## src/rtl/assert_macros.svh

```systemverilog
// Assertion helpers shared by the RTL.
`ifndef ASSERT_MACROS_SVH
`define ASSERT_MACROS_SVH

// Checked on every rising edge outside reset.
`define ASSERT_CLK(label, prop, msg) \
	label: assert property (@(posedge clk) disable iff (!arst_n) prop) else $error(msg);

// Checked on every rising edge, reset included.
`define ASSERT_ALWAYS(label, prop, msg) \
	label: assert property (@(posedge clk) prop) else $error(msg);

`endif

```

## src/rtl/sssp_pkg.sv

```systemverilog
package sssp_pkg;

	localparam int VERTEX_W = 6;
	localparam int COUNT_W  = 7;
	localparam int WEIGHT_W = 16;
	localparam int DIST_W   = 32;
	localparam int STATUS_W = 2;

	localparam int DEF_MAX_VERTICES = 64;
	localparam int DEF_MAX_EDGES    = 256;
	localparam int DEF_WEIGHT_BITS  = 16;

	localparam logic REQ_ADD = 1'b0;
	localparam logic REQ_RUN = 1'b1;

	localparam logic [STATUS_W-1:0] STATUS_OK    = 2'd0;
	localparam logic [STATUS_W-1:0] STATUS_RANGE = 2'd1;
	localparam logic [STATUS_W-1:0] STATUS_FULL  = 2'd2;

	typedef enum logic [2:0] {
		ST_IDLE,
		ST_SCAN,
		ST_EDGE_CHK,
		ST_EDGE_UPD,
		ST_OUT
	} state_t;

endpackage

```

## src/rtl/sssp_ram.sv

```systemverilog
module sssp_ram
	import sssp_pkg::*;
#(
	parameter int WIDTH = DIST_W,
	parameter int DEPTH = DEF_MAX_VERTICES,
	localparam int AW = (DEPTH > 1) ? $clog2(DEPTH) : 1
) (
	input  logic             clk,
	input  logic             we,
	input  logic [AW-1:0]    waddr,
	input  logic [WIDTH-1:0] wdata,
	input  logic [AW-1:0]    raddr,
	output logic [WIDTH-1:0] rdata
);

	logic [WIDTH-1:0] mem [DEPTH];

	// write-first: a read of the address being written returns the new word
	always_ff @(posedge clk) begin
		if (we) begin
			mem[waddr] <= wdata;
		end
		if (we && (waddr == raddr)) begin
			rdata <= wdata;
		end else begin
			rdata <= mem[raddr];
		end
	end

endmodule
```

## config.mk

```make
export PLATFORM = sky130hd
export DESIGN_NAME = sssp_ram
export DESIGN_NICKNAME = d
export VERILOG_FILES = /design/src/rtl/assert_macros.svh /design/src/rtl/sssp_pkg.sv /design/src/rtl/sssp_ram.sv
export SDC_FILE = /design/constraint.sdc
export NUM_CORES = 2
export LEC_CHECK = 0
export BUFFER_PORTS_ARGS = -buffer_cell sky130_fd_sc_hd__buf_4
export CORE_UTILIZATION = 40
export CTS_BUF_LIST = sky130_fd_sc_hd__clkbuf_8
export DETAILED_ROUTE_END_ITERATION = 10
export PLACE_DENSITY = 0.64
export SYNTH_ARGS = -nofsm -noshare
export SYNTH_HDL_FRONTEND = slang
export SYNTH_SLANG_ARGS = --single-unit
```

## constraint.sdc

```tcl
create_clock -name clk -period 2.9 [get_ports clk]
set_input_delay 0 -clock clk [delete_from_list [all_inputs] [get_ports clk]]
set_output_delay 0 -clock clk [all_outputs]
set_load 0.01 [all_outputs]
```

==> metrics.md <==
| Metric | Value |
|---|---|
| Top Registers | mem x2048 |
| FF+latch area | 0.0616 mm^2 |
| Max reg flops | 2048 |
| Critical path class | reg2out |
| Initial core utilization | 40.4% |
| GR Util met1 | 27.9% |
| Slew Limit Fails | 0 |
| Cell Chain, Critical Path | buf_4, buf_12, buf_16, buf_12, mux4_2, mux4_2, o22ai_4, nor2_4, buf_6 |
| I/O pin total | 78 |
| Yosys warns | 0 |
| Startpoint types | register |
| Least-Margin Pin Slew | 0.907 ns |
| Hold Fails Final Rpt | 0 |
| Commonest non-fill, non-tap cell in the layout | edfxtp_1 |
| Remaining Overflow, GRT | 0 |
| Die ar. | 0.197 mm^2 |
| Clock slew at reported path FFs | 0.06 ns |
| Switch Pwr | 13.2 mW |
| Worst EP arrival | 3.56 ns |
| Post-DP HPWL | 112 mm |
| Post-route ant nets | 0 |
| Clock Tree Buf Depth | 4 |
| Die width | 444 um |
| Net total in the final layout | 4035 |
| Largest net degree at the start of global routing | 65 |
| Hold worst-path end | mem[45][27]$_DFFE_PP_ |
| H-tree depth | 5 |
| Area of the multi-input gates | 0.0169 mm^2 |
| Worst path slowest cell | mux4_2 |
| Syn_area_per_cell | 23.6 um^2 |
| WHS Path Cells | 2 |
| Setup slack after layout | -0.660 ns |
| First-pass GRT wire length | 285 mm |
| Clock period minus final worst setup slack | 3.56 ns |
| Leakage | 30.0 nW |
| Status | finished with violations |
| M3 GR Usage | 4.65% |
| CTS Sinks | 2054 |
| Sw Ratio | 22.3% |
| DRC Markers | 0 |
| Max Fclk | 281 MHz |
| Post-synthesis async set-or-reset flop share | 0% |
| Vias per cell | 5.77 |
| EDFF count, synth | 2048 |
| Worst vdd ir | 0.000495 V |
| Most used flip-flop cell after synthesis | edfxtp_1 |
| Crit end category | output port |
| CP max stage delay | 0.51 ns |
| Vias in the first global route | 39277 |
| TritonRoute pass-1 iters | 5 |
| Logic pwr share | 6.7% |
| Core Util, Final | 48.5% |
| DR vias | 38943 |
| Worst Path Required | 2.90 ns |
| Post-Syn Area | 0.0780 mm^2 |
| Antenna violations before repair | 12 |
| Total power | 59.1 mW |
| Failing checks | negative setup slack |
| Synth unique cells | 34 |
| Final setup viols | 32 |
| P per Cell Area | 631 mW/mm^2 |
| GPL Wtd Cong | 0.796 |
| Site row count | 161 |
| HP Start | wdata[27] |
| Int Pwr | 45.9 mW |
| Post-Route WL | 203 mm |
| DR iter-0 viols | 4434 |
| I/O Buffers | 77 |
| Seq/Total Area, Yosys | 79.0% |
| Layout area overhead | 20.1% |
| Yosys reg bits | 2054 |
| Fin Hold WS | 0.0782 ns |
| Hold Crit Class | in2reg |
| Most Crowded Layer GR | met2 |
| Unrepaired setup endpoints after global routing | yes |
| Mapped Cells | 3298 |
| Number of buffers created by CTS | 337 |
| Wire per inst | 30.0 um |
| Sequential Power Share | 55.7% |
| Core ar. | 0.193 mm^2 |
| Root Driver | clkbuf_8 |
| Layout cells sized above 1 | 38.3% |
| Syn_nets | 3344 |
| Grt met2 use | 32.3% |
| Most flops, register | mem |
| Commonest cells after routing, fill and taps aside | 2048 x edfxtp_1, 544 x mux4_2, 348 x clkbuf_8 |
| Crit-path max FO | 7 |
| Filler Cell Count | 15330 |
| Total GRT Usage | 20.5% |
| Die H | 444 um |
| Slew HR | 39.3% |
| CTS tree | done |
| Max Cap Viol | 0 |
| Fin crit share | 123% |
| Clk pwr share | 37.6% |
-- metal layers --
layer | share of wire, % | wire length [um] | up-vias
met5 | 0.013 | 27 | -
met4 | 3.0 | 6130 | 4
met3 | 9.0 | 18300 | 379
met2 | 48 | 97300 | 1977
met1 | 40 | 80800 | 20959
li1 | - | - | 15624
-- through the flow --
| step | setup WS [ns] | std cells | setup TNS (ns) | area (um^2) |
|---|---|---|---|---|
| after floorplan | 0.248 | 3298 | 0 | 78000 |
| after global placement | -0.0578 | 6003 | -0.188 | 84500 |
| after detailed placement | -0.0931 | 6003 | -0.135 | 84500 |
| after CTS | -0.818 | 6694 | -22.64 | 92900 |
| after global routing | -0.786 | 6743 | -22.33 | 93700 |
| final | -0.660 | 6744 | -18.11 | 93700 |
-- worst max-delay path by stage --
stage,to,slack [ns],cells past startpoint
after CTS,rdata[31],-0.82,10
after global placement,rdata[13],-0.06,7
after global routing,rdata[12],-0.79,10
final,rdata[21],-0.66,9
after floorplan,mem[39][0]$_DFFE_PP_,0.25,4
after detailed placement,rdata[21],-0.09,6
-- critical path, delay by kind of cell (launching register included) --
family | cells | cell delay (ns)
flops | 1 | 0.40
compound gates | 1 | 0.36
mux | 2 | 1.00
simple gates | 1 | 0.09
buf+inv | 5 | 0.69
-- cell usage after synthesis, types with 12 or more instances --
master,count,area share [%]
edfxtp_1,2048,79
mux4_2,544,16
nor2_1,137,0.66
mux2i_1,93,1.2
o22ai_1,84,0.67
clkbuf_1,74,0.36
a21oi_1,62,0.40
buf_2,57,0.37
o221ai_1,27,0.30
nand2_1,26,0.13
buf_4,25,0.24
buf_1,21,0.10
nor2b_1,15,0.12
a22oi_1,12,0.12
-- power groups by stage --
stage          clock [mW]  sequential, mW  combinational [mW]
6_report             22.2            32.9                3.95
5_1_grt              23.9            32.9                4.16
4_1_cts              22.7            32.9                3.85
3_5_place_dp            0            33.6                3.30
3_3_place_gp            0            33.5                3.25
2_1_floorplan           0            33.5                1.66
-- cell families after synthesis --
group | count (synthesis) | synth area share (%)
flops | 2054 | 79.0
mux | 637 | 16.9
simple gates | 223 | 1.27
compound gates | 202 | 1.68
buf+inv | 182 | 1.14
-- layout make-up --
class / instances / share of cell area, %
clock inverter: 215 / 1.00
antenna: 5 / 0.0134
timing repair buffer: 534 / 6.72
sequential: 2054 / 65.8
multi-input combinational: 1062 / 18.0
tap: 2526 / 3.37
clock buffer: 348 / 5.11
-- timing repair --
item                                   4_1_cts  5_1_grt
pin swaps                                   41       31
hold buffers                                54        0
endpoints found under the hold margin     3177        0
gates resized for setup                    235       75
buffers inserted                            63       47
setup endpoints to repair                   32       32
cloned                                      18        5
Note: power is estimated with default switching activity, not from simulation.
